===== src/hdl/msb_pkg.sv =====
`default_nettype none
package msb_pkg;

  localparam int SLOTS  = 16;
  localparam int STACKS = 4;

  // slot pointers carry one extra code: SLOTS itself is the null link
  localparam int PTR_W  = $clog2(SLOTS + 1);
  localparam int SLOT_W = $clog2(SLOTS);
  localparam int SID_W  = 2;
  localparam int DATA_W = 32;

  localparam logic [PTR_W-1:0] PTR_NULL = PTR_W'(SLOTS);

  typedef enum logic [1:0] {
    ST_OK    = 2'd0,
    ST_FULL  = 2'd1,
    ST_EMPTY = 2'd2,
    ST_BADID = 2'd3
  } status_t;

  typedef enum logic {
    OP_PUSH = 1'b0,
    OP_POP  = 1'b1
  } op_t;

  typedef struct packed {
    op_t                      operation;
    logic [SID_W-1:0]         stack_id;
    logic signed [DATA_W-1:0] push_value;
  } req_t;

  typedef struct packed {
    status_t                  status;
    logic signed [DATA_W-1:0] pop_value;
    logic                     store_full;
    logic                     stack_empty;
  } rsp_t;

  function automatic logic is_slot(input logic [PTR_W-1:0] p);
    return p < PTR_W'(SLOTS);
  endfunction

endpackage
`default_nettype wire


===== src/hdl/multi_stack_shared_buffer.sv =====
// Channel | Direction | Signals                      | Beat
// req     | in        | req_valid, req_stall, req    | operation, stack_id, push_value
// rsp     | out       | rsp_valid, rsp_stall, rsp    | status, pop_value, store_full, stack_empty
//
// A request is accepted in S_IDLE, which reads the link and data entries into registers;
// S_EXEC then writes them back and registers the response.
// Reset is synchronous with no clearing pass: slots never allocated are tracked by
// a high-water count and read their link as the next slot.
// A stalled response holds the block in its execute cycle; one response may wait
// while a new request is accepted.
`default_nettype none
module multi_stack_shared_buffer (
  input  wire logic          clk,
  input  wire logic          rst,
  input  wire logic          req_valid,
  output logic               req_stall,
  input  wire msb_pkg::req_t req,
  output logic               rsp_valid,
  input  wire logic          rsp_stall,
  output msb_pkg::rsp_t      rsp
);

  typedef enum logic [1:0] {
    S_IDLE = 2'b01,
    S_EXEC = 2'b10
  } state_t;

  state_t state, state_next;

  logic [msb_pkg::PTR_W-1:0]  link_mem [msb_pkg::SLOTS];
  logic [msb_pkg::DATA_W-1:0] data_mem [msb_pkg::SLOTS];
  logic [msb_pkg::PTR_W-1:0]  link_rd;
  logic [msb_pkg::DATA_W-1:0] data_rd;

  logic [msb_pkg::PTR_W-1:0] stack_head [msb_pkg::STACKS];
  logic [msb_pkg::PTR_W-1:0] free_head;
  logic [msb_pkg::PTR_W-1:0] hwm;

  msb_pkg::req_t             cur;
  logic [msb_pkg::PTR_W-1:0] cur_ptr;

  logic                      accept;
  logic                      fire;
  logic                      rd_badid;
  logic [msb_pkg::PTR_W-1:0] rd_ptr;
  logic                      badid;
  logic [msb_pkg::PTR_W-1:0] head_cur;
  logic [msb_pkg::PTR_W-1:0] nx;
  logic [msb_pkg::PTR_W-1:0] nx_n;
  logic                      push_ok;
  logic                      pop_ok;
  msb_pkg::rsp_t             rsp_next;

  assign accept    = req_valid && !req_stall;
  assign req_stall = (state != S_IDLE);
  assign fire      = (state == S_EXEC) && (!rsp_valid || !rsp_stall);

  assign rd_badid = 32'(req.stack_id) >= msb_pkg::STACKS;
  always_comb begin
    rd_ptr = free_head;
    if (req.operation == msb_pkg::OP_POP) begin
      rd_ptr = rd_badid ? msb_pkg::PTR_NULL : stack_head[req.stack_id];
    end
  end

  always_ff @(posedge clk) begin
    if (accept) begin
      link_rd <= link_mem[rd_ptr[msb_pkg::SLOT_W-1:0]];
      data_rd <= data_mem[rd_ptr[msb_pkg::SLOT_W-1:0]];
      cur     <= req;
      cur_ptr <= rd_ptr;
    end
    if (fire && push_ok) begin
      link_mem[cur_ptr[msb_pkg::SLOT_W-1:0]] <= head_cur;
      data_mem[cur_ptr[msb_pkg::SLOT_W-1:0]] <= cur.push_value;
    end else if (fire && pop_ok) begin
      link_mem[cur_ptr[msb_pkg::SLOT_W-1:0]] <= free_head;
    end
  end

  assign badid    = 32'(cur.stack_id) >= msb_pkg::STACKS;
  assign head_cur = badid ? msb_pkg::PTR_NULL : stack_head[cur.stack_id];

  // slots at or above the high-water mark were never written; their next link is taken as the following slot
  assign nx   = (cur_ptr >= hwm) ? cur_ptr + 1'b1 : link_rd;
  assign nx_n = msb_pkg::is_slot(nx) ? nx : msb_pkg::PTR_NULL;

  assign push_ok = !badid && cur.operation == msb_pkg::OP_PUSH && msb_pkg::is_slot(cur_ptr);
  assign pop_ok  = !badid && cur.operation == msb_pkg::OP_POP  && msb_pkg::is_slot(cur_ptr);

  always_comb begin
    rsp_next.status      = msb_pkg::ST_OK;
    rsp_next.pop_value   = '0;
    rsp_next.store_full  = !msb_pkg::is_slot(free_head);
    rsp_next.stack_empty = !msb_pkg::is_slot(head_cur);
    if (badid) begin
      rsp_next.status      = msb_pkg::ST_BADID;
      rsp_next.stack_empty = 1'b1;
    end else if (push_ok) begin
      rsp_next.store_full  = !msb_pkg::is_slot(nx_n);
      rsp_next.stack_empty = 1'b0;
    end else if (pop_ok) begin
      rsp_next.pop_value   = data_rd;
      rsp_next.store_full  = 1'b0;
      rsp_next.stack_empty = !msb_pkg::is_slot(nx_n);
    end else if (cur.operation == msb_pkg::OP_PUSH) begin
      rsp_next.status = msb_pkg::ST_FULL;
    end else begin
      rsp_next.status = msb_pkg::ST_EMPTY;
    end
  end

  always_comb begin
    state_next = state;
    case (state)
      S_IDLE:  if (accept) state_next = S_EXEC;
      S_EXEC:  if (fire) state_next = S_IDLE;
      default: state_next = S_IDLE;
    endcase
  end

  always_ff @(posedge clk) begin
    if (rst) begin
      state     <= S_IDLE;
      rsp_valid <= 1'b0;
      free_head <= '0;
      hwm       <= '0;
      for (int i = 0; i < msb_pkg::STACKS; i++) begin
        stack_head[i[msb_pkg::SID_W-1:0]] <= msb_pkg::PTR_NULL;
      end
    end else begin
      state <= state_next;
      if (fire) begin
        rsp_valid <= 1'b1;
      end else if (!rsp_stall) begin
        rsp_valid <= 1'b0;
      end
      if (fire && push_ok) begin
        free_head                <= nx_n;
        stack_head[cur.stack_id] <= cur_ptr;
        if (cur_ptr == hwm) begin
          hwm <= hwm + 1'b1;
        end
      end else if (fire && pop_ok) begin
        free_head                <= cur_ptr;
        stack_head[cur.stack_id] <= nx_n;
      end
    end
  end

  always_ff @(posedge clk) begin
    if (fire) begin
      rsp <= rsp_next;
    end
  end

endmodule
`default_nettype wire


===== config.mk =====
export PLATFORM = sky130hd
export DESIGN_NAME = multi_stack_shared_buffer
export DESIGN_NICKNAME = d
export VERILOG_FILES = /design/src/hdl/msb_pkg.sv /design/src/hdl/multi_stack_shared_buffer.sv
export SDC_FILE = /design/constraint.sdc
export NUM_CORES = 1
export LEC_CHECK = 0
export ABC_CLOCK_PERIOD_IN_PS = 11550
export BUFFER_PORTS_ARGS = -buffer_cell sky130_fd_sc_hd__buf_2
export CAP_MARGIN = 0
export CORE_MARGIN = 3
export CORE_UTILIZATION = 55
export DETAILED_ROUTE_END_ITERATION = 8
export PLACE_DENSITY = 0.72
export SLEW_MARGIN = 25
export SYNTH_ARGS = -nofsm -noshare
export SYNTH_HDL_FRONTEND = slang
export SYNTH_SLANG_ARGS = --single-unit

===== constraint.sdc =====
create_clock -name clk -period 11.55 [get_ports clk]
set_input_delay 0.5775 -clock clk [delete_from_list [all_inputs] [get_ports clk]]
set_output_delay 0.5775 -clock clk [all_outputs]
set_load 0.02 [all_outputs]

Word-level counts from Yosys, hierarchy flattened
Memories as Yosys holds them, arrays and structs flattened. A register that Yosys moved wholly into a read port is not among the register bits.
Index checks and enable logic that the tools add are counted.

word-level totals
  register bits = 89
  memory bits (writable) = 612
  input bits = 39
  output and inout port bits = 38
  word-level logic and storage cells = 83
  memories kept = 3

cells by class
  add/sub/neg operators = 2
  $lt $le $gt $ge = 6
  equal/unequal tests = 7
  multiplexer cells = 30
  bitwise gates (word level) = 4
  reductions and logical operators = 19

memories
  name        depth  width  rd ports  clocked after memory_dff  wr ports  RTL line                         RTL
  data_mem    16     32     1         1                         1         multi_stack_shared_buffer.sv:31  logic [msb_pkg::DATA_W-1:0] data_mem [msb_pkg::SLOTS];
  link_mem    16     5      1         1                         1         multi_stack_shared_buffer.sv:30  logic [msb_pkg::PTR_W-1:0] link_mem [msb_pkg::SLOTS];
  stack_head  4      5      2         1                         4         multi_stack_shared_buffer.sv:35  logic [msb_pkg::PTR_W-1:0] stack_head [msb_pkg::STACKS];

operators with widths
  operator                                                                 number
  5-bit 2-to-1 mux                                                         8
  5-bit less-than comparator, second input constant                        5
  1-bit 2-to-1 mux                                                         14
  2-bit 2-to-1 mux                                                         7
  5-bit by 1-bit adder with 5-bit output, second input constant            2
  1-bit logical AND                                                        6
  1-bit zero test                                                          6
  5-bit == test                                                            1
  5-bit greater-or-equal comparator                                        1
  5-bit OR reduction                                                       1
  2-bit by 1-bit inequality test with 1-bit output, second input constant  2
  2-bit inequality test, second input constant                             2
  2-bit case mux with 2 select lines                                       1
  2-bit AND reduction                                                      2
  2-bit OR reduction                                                       2
  2-bit by 1-bit == test with 1-bit output, second input constant          1
  2-bit == test, second input constant                                     1
  1-bit NOT                                                                2
  1-bit OR                                                                 2
  2-bit nonzero test                                                       1
  1-bit logical OR                                                         1

Logic depth before layout (Yosys ltp)
Gate-level depths: netlist of run 1.

  depth after elaboration = 11
  depth in mapped cells = 9
  mapped depth without buffers = 8

Worst setup path before layout of run 1
Ideal clock, no wire load.

  path type = input -> register
  from = in rsp_stall
  to = mem link_mem[0][4] (netlist bit) (data pin)
  library setup time = 0.330 ns
  data arrival time = 4.005 ns
  slack = 7.215 ns
  cell stages on the path = 4
  path through = a21oi_1 nand2_1 clkbuf_1 o21ai_0

between the ends
  longest elaborated chain between the ends = 8
  elaborated cells on any way between the ends = 9
  classes of those cells = mux (4); reduce/logical (5)

ends and longest elaborated chain
  item                                        RTL line                         RTL
  from (decl)                                 multi_stack_shared_buffer.sv:19  input wire logic rsp_stall,
  1-bit zero test (*)                         -
  1-bit logical OR (*)                        multi_stack_shared_buffer.sv:56  assign fire = (state == S_EXEC) && (!rsp_valid || !rsp_stall);
  1-bit logical AND (*)                       multi_stack_shared_buffer.sv:56
  1-bit logical AND                           multi_stack_shared_buffer.sv:76  end else if (fire && pop_ok) begin
  1-bit 2-to-1 mux                            multi_stack_shared_buffer.sv:76
  1-bit 2-to-1 mux (*)                        multi_stack_shared_buffer.sv:73  if (fire && push_ok) begin
  1-bit 2-to-1 mux (implied by the code) (*)  multi_stack_shared_buffer.sv:77  link_mem[cur_ptr[msb_pkg::SLOT_W-1:0]] <= free_head;
  5-bit 2-to-1 mux (no line) (*)              -
  to (decl)                                   multi_stack_shared_buffer.sv:30

Mark *: on every way between the ends. The rest lies on a longest branch, timed or not.

==> reports/metrics.cfg, run 1 <==
[sta]
fin_crit_sh_pct = 28.9
worstMarginPinSlew_ns = 0.901
setup_violations = 0
final.setup.worst_slack_ns = 8.21
period_minus_slack_ns = 3.34
worst_hold_slack_ns = 0.133
finalClockSkew_ns = 0.0140
slew_viol_final = 0
max_freq_mhz = 299
relSlewSlack_pct = 39.5
finalHoldViolCount = 0
rsz0062_at_grt = no
fin_setup_tns_ns = 0

[critical_path]
cpMaxStageDelayCell = buf_4
critPathRequiredTime_ns = 11.90
r2r-start = stack_head[2][1]$_SDFFCE_PN0P_
end_kind = flip-flop
worst_ep_arrival_time_ns = 3.69
crit_top_cell = mux4_2
cp-startpoint = stack_head[2][1]$_SDFFCE_PN0P_
crit_fanout = 87
critPathKind = flip-flop to flip-flop
cp_top_family = multiplexers
critPathLaunchType = flip-flop
critPathBufInv = 1
critical-path-max-stage-delay_ns = 0.84
crit_chain = mux4_2 > mux2_8 > buf_4 > mux4_2 > a22oi_1 > nand2_1

[synth]
ys_warn_count = 0
synth_seq_cells = 740
syn_inst = 1318
syn_area_sq_mm = 0.0284
synth-seq-area-share_pct = 77.6
syn-num-nets = 1367
syn_area_per_cell_sq_um = 21.6
ys_types = 43

[layout]
n_antenna_cell = 0
utilization_pct = 63.2
nNetsFinal = 1486
finalNonFillerCells = 2171
syn_to_final_growth_pct = 12.5
drive_above_1_share_pct = 23.9
n_fill_cell = 3336

[route]
firstDrtPassIters = 5
via_per_inst = 6.21
vias = 13500
drc = 0
ant_nets = 0
routed_wl_mm = 59.7
post_drt_wl_per_cell_um = 27.5
drt_iter0_markers = 1386

[clocking]
numCtsBuffers = 75
post_cts_buffers = 0
clkTransAtPathRegs_ns = 0.07
cts-resized-gates = 0
ctsHoldBuffers = 0
cts_max_path_buffers = 3
clk_latency_ns = 0.62
cts-root-buf = clkbuf_16
clkSinkCount = 740
h-tree-depth = 3
cts_tree = yes

[placement]
routabilityCongestion = 0.786
hpwl_mm = 29.9
pre_cts_slack_ns = 7.67
port_buffers = 76
placedCellCount = 2032

[power_and_ir_drop]
leakage_uw = 0.0102
p_per_area_mw_per_mm2 = 175
ir_worst_vdd_mv = 0.171

[floorplanning]
ios = 77
num_rows = 82
die_w_um = 233
dieHeight_um = 233
initial_utilization_pct = 56.2
core_sq_mm = 0.0506
dieArea_sq_mm = 0.0545

[run]
cap_viol_max_count = 0

[global_route]
grt.total_usage_pct = 22.7
antenna_found_initial = 1
grt_pass1_vias = 13800
grt_start_max_net_pins = 88
grt-ovfl-total = 0
grt_first_pass_wirelength_mm = 89.3

[run_status]
status = finished clean

[hold_path]
hold_path_class = input port to flip-flop
min_from = req[17]

## metal layers
layer	wire (um)	up-vias	track usage, %
li1	-	5729	-
met1	23700	7039	32.2
met2	29800	604	36.7
met3	4890	107	4.46
met4	1300	0	6.43
met5	0	-	0
## cells by family after synthesis
group	after synthesis	synth area share (%)
fa+ha+maj	10	0.440
flops	740	77.6
mux	167	13.4
buf+inv	76	1.77
xor+xnor	7	0.216
simple gates	197	3.31
compound gates	121	3.22
## state kept, by name, indices dropped and copies added, names as in the netlist, named ones only
signal and count:
data_rd 32, stack_head 20, rsp 36, cur_ptr 5, link_mem 80, hwm 5
data_mem 512, link_rd 5, rsp_valid 1, state 2, free_head 5, cur 35
## final cells by class
type	instances	area, sq um	area share, %
Clock buffer	95	1990	6.23
Inverter	14	55.1	0.172
Sequential cell	740	22100	69.0
Multi-Input combinational cell	502	6070	19.0
Tap cell	672	841	2.63
Clock inverter	44	359	1.12
Timing Repair Buffer	104	598	1.87
## power by group
| group | switching, uW | leakage [uW] | internal [uW] |
|---|---|---|---|
| sequential | 42.0 | 0.00670 | 3000 |
| clock | 981 | 0.00114 | 1340 |
| combinational | 138 | 0.00233 | 99.7 |
| total | 1160 | 0.0102 | 4430 |
## layout by cell type (no fill, tap or decap), types with 12 or more instances in the layout
cell       Yosys  routed
mux4_1        44      44
nor2_1        42      29
edfxtp_1     725     725
buf_2          7      76
nand2_1       72      72
a22oi_1       64      64
clkbuf_16      0      77
and2_1        36      36
inv_1         14      13
nand2b_1      12      12
clkinv_1       0      22
dfxtp_1       15      15
nor2_4         0      13
clkbuf_1      33      18
mux4_2       114     114
buf_4          0      26
## path summary, 6_finish.rpt
check / end / slack (ns) / cells after the start
setup / recovery: link_rd[3]$_DFFE_PP_ / 8.21 / 6
hold / removal: cur[17]$_DFFE_PP_ / 0.13 / 1
setup reg to reg: link_rd[3]$_DFFE_PP_ / 8.21 / 6
hold reg to reg: rsp[23]$_SDFFCE_PP0P_ / 0.52 / 1
## metrics by stage
stage	instance area, sq um	power (uW)
3_5_place_dp	29600	3330
4_1_cts	32000	5630
3_3_place_gp	29600	3320
5_1_grt	32000	5770
2_1_floorplan	28400	3260
6_report	32000	5590
## synth_stat cells, drive strengths merged
cell type  count  area share [%]
and2          36            0.79
a211oi         7            0.18
a22oi         74             2.1
a2111oi        3           0.092
nor3b          6            0.16
a31o           1           0.031
a31oi          1           0.022
nor3          10            0.18
mux2i          3            0.11
nand3          4           0.070
or3            1           0.022
or2            2           0.044
nand3b         3           0.079
mux2           6            0.25
xor2           1           0.031
dfxtp         15             1.1
ha            10            0.44
mux4         158              13
inv           14            0.18
clkbuf        33            0.44
buf           29             1.1
o21ai          7            0.12
a311oi         1           0.031
o32ai          1           0.031
nor2          42            0.55
o22ai          4           0.088
a21oi         10            0.18
a21o           4            0.11
xnor2          6            0.18
o31ai          7            0.18
nand2         72            0.95
nand4          3           0.066
nand2b        12            0.26
nor2b          6            0.13
edfxtp       725              77
o21a           1           0.026
No activity file was read; power rests on OpenSTA's default activity.
==> run 2: changes to the inputs <==
Settings changed: ABC_CLOCK_PERIOD_IN_PS 11550 to 3000, PLACE_DENSITY 0.72 to 0.74.
Clock period 11.55 ns to 3 ns, I/O delays scaled along.
==> reports/metrics.cfg, run 2 (synthesized netlist as in run 1, its figures left out) <==
[critical_path]
crit_top_cell = a21o_1
r2r_cells = 8
critPathKind = flip-flop to flip-flop
cpMaxStageDelayCell = a2111oi_0
worst_ep_arrival_time_ns = 3.28
critical-path-max-stage-delay_ns = 0.67
critPathRequiredTime_ns = 3.44
crit_fanout = 6
crit_chain = inv_1 > ha_1 > nand2b_1 > a21o_1 > a21o_1 > a2111oi_0 > a211oi_1 > nor3b_1
r2r-start = cur_ptr[0]$_DFFE_PP_
rr_endpoint = stack_head[2][2]$_SDFFCE_PN0P_
end_kind = flip-flop
regToRegSetupSlack_ns = 0.16
critPathLaunchType = flip-flop

[layout]
n_fill_cell = 3196
mostFrequentLayoutCell = edfxtp_1
drive_above_1_share_pct = 25.5
multi_input_area_sq_mm = 0.00609
regArea_sq_mm = 0.0221
n_antenna_cell = 0
nNetsFinal = 1559
syn_to_final_growth_pct = 15.4
final_cell_mix = edfxtp_1, mux4_2, buf_2, clkbuf_16, nand2_1
utilization_pct = 64.9
largest_register_ffs = 512

[floorplanning]
initial_utilization_pct = 56.2
dieArea_sq_mm = 0.0545
ios = 77
core_sq_mm = 0.0506
dieHeight_um = 233
die_w_um = 233
num_rows = 82

[clocking]
cts_tree = yes
cts-resized-gates = 0
cts_max_path_buffers = 3
post_cts_buffers = 0
clkTransAtPathRegs_ns = 0.06
clk_latency_ns = 0.61
h-tree-depth = 3
clkSinkCount = 740
cts-root-buf = clkbuf_16
ctsHoldBuffers = 36
numCtsBuffers = 74

[sta]
finalClockSkew_ns = 0.0126
setup_violations = 0
finalHoldViolCount = 0
relSlewSlack_pct = 48.2
slew_viol_final = 0
rsz0062_at_grt = no
max_freq_mhz = 352
worstMarginPinSlew_ns = 0.771
period_minus_slack_ns = 2.84
worst_hold_slack_ns = 0.0419
final.setup.worst_slack_ns = 0.157
fin_crit_sh_pct = 94.8

[hold_path]
min_from = req_valid
min_path_cells = 3
hold_path_class = input port to flip-flop
min_to = state[1]$_SDFFE_PP0P_

[run]
cap_viol_max_count = 0

[route]
drc = 0
firstDrtPassIters = 7
vias = 14100
ant_nets = 0
post_drt_wl_per_cell_um = 27.5
via_per_inst = 6.27
drt_iter0_markers = 1652
routed_wl_mm = 61.7

[global_route]
grt_pass1_vias = 14400
grt_start_max_net_pins = 42
antenna_found_initial = 0
grt.total_usage_pct = 23.3
grt-ovfl-total = 0
grt_first_pass_wirelength_mm = 92.0

[power_and_ir_drop]
p_per_area_mw_per_mm2 = 660
leakage_uw = 0.0106
ir_worst_vdd_mv = 0.515

[placement]
routabilityCongestion = 0.839
pre_cts_slack_ns = 0.232
hpwl_mm = 33.6
port_buffers = 76

[run_status]
status = finished clean

[run 2: changes by cell type in the layout (fill, tap and decap cells not counted), sizes merged]
cell	previous run	this run
clkinvlp	3	1
inv	17	21
buf	104	142
dlygate4sd3	0	36
clkbuf	95	91
bufinv	5	6
[run 2: worst max-delay path by stage]
stage                                               from  slack, ns                        endpoint  depth (start not counted)
after detailed placement                         req[32]       0.23           data_rd[24]$_DFFE_PP_                          7
after CTS                 stack_head[0][0]$_SDFFCE_PN0P_       0.25            data_rd[7]$_DFFE_PP_                          6
final                               cur_ptr[0]$_DFFE_PP_       0.16  stack_head[2][2]$_SDFFCE_PN0P_                          8
after global placement                           req[32]       0.26            link_rd[4]$_DFFE_PP_                          7
after global routing                cur_ptr[0]$_DFFE_PP_       0.01  stack_head[2][2]$_SDFFCE_PN0P_                          8
after floorplan                     cur_ptr[4]$_DFFE_PP_      -0.27        data_mem[2][0]$_DFFE_PP_                          5
[run 2: final cells by class]
| cell class | count | share of cell area, % |
|---|---|---|
| clock inverters | 47 | 1.24 |
| repair buffers | 178 | 4.35 |
| inverters | 14 | 0.168 |
| well taps | 672 | 2.56 |
| flip-flops and latches | 740 | 67.2 |
| clock buffers | 91 | 5.87 |
| multi-input cells | 502 | 18.6 |
[run 2: metrics by stage]
step / power, uW / area (sq um) / setup TNS, ns / instances
final: 21700 / 32800 / 0 / 2244
after global routing: 22300 / 32800 / 0 / 2244
after CTS: 21800 / 32800 / 0 / 2243
after detailed placement: 12900 / 30100 / 0 / 2069
after global placement: 12900 / 30100 / 0 / 2069
after floorplan: 12500 / 28500 / -121.22 / 1318
[run 2: critical path, delay by kind of cell (launching register included)]
family	cells	cell delay, ns
adder cells (fa/ha/maj)	1	0.27
AO/OA/AOI/OAI	4	1.27
AND/OR/NAND/NOR	2	0.42
buffers and inverters	1	0.20
flip-flops	1	0.51
[run 2: layer usage]
layer | track usage (%) | up-vias | share of wire (%)
li1 | - | 5889 | -
met1 | 33.1 | 7407 | 40
met2 | 36.6 | 666 | 49
met3 | 5.89 | 112 | 9.0
met4 | 6.60 | 0 | 2.4
met5 | 0 | - | 0
[run 2: power breakdown]
group | switching [uW] | total [uW] | leakage [uW] | internal [uW]
logic | 573 | 1030 | 0.00275 | 460
registers | 157 | 11700 | 0.00670 | 11500
clock network | 3820 | 8940 | 0.00114 | 5120
total | 4550 | 21700 | 0.0106 | 17100
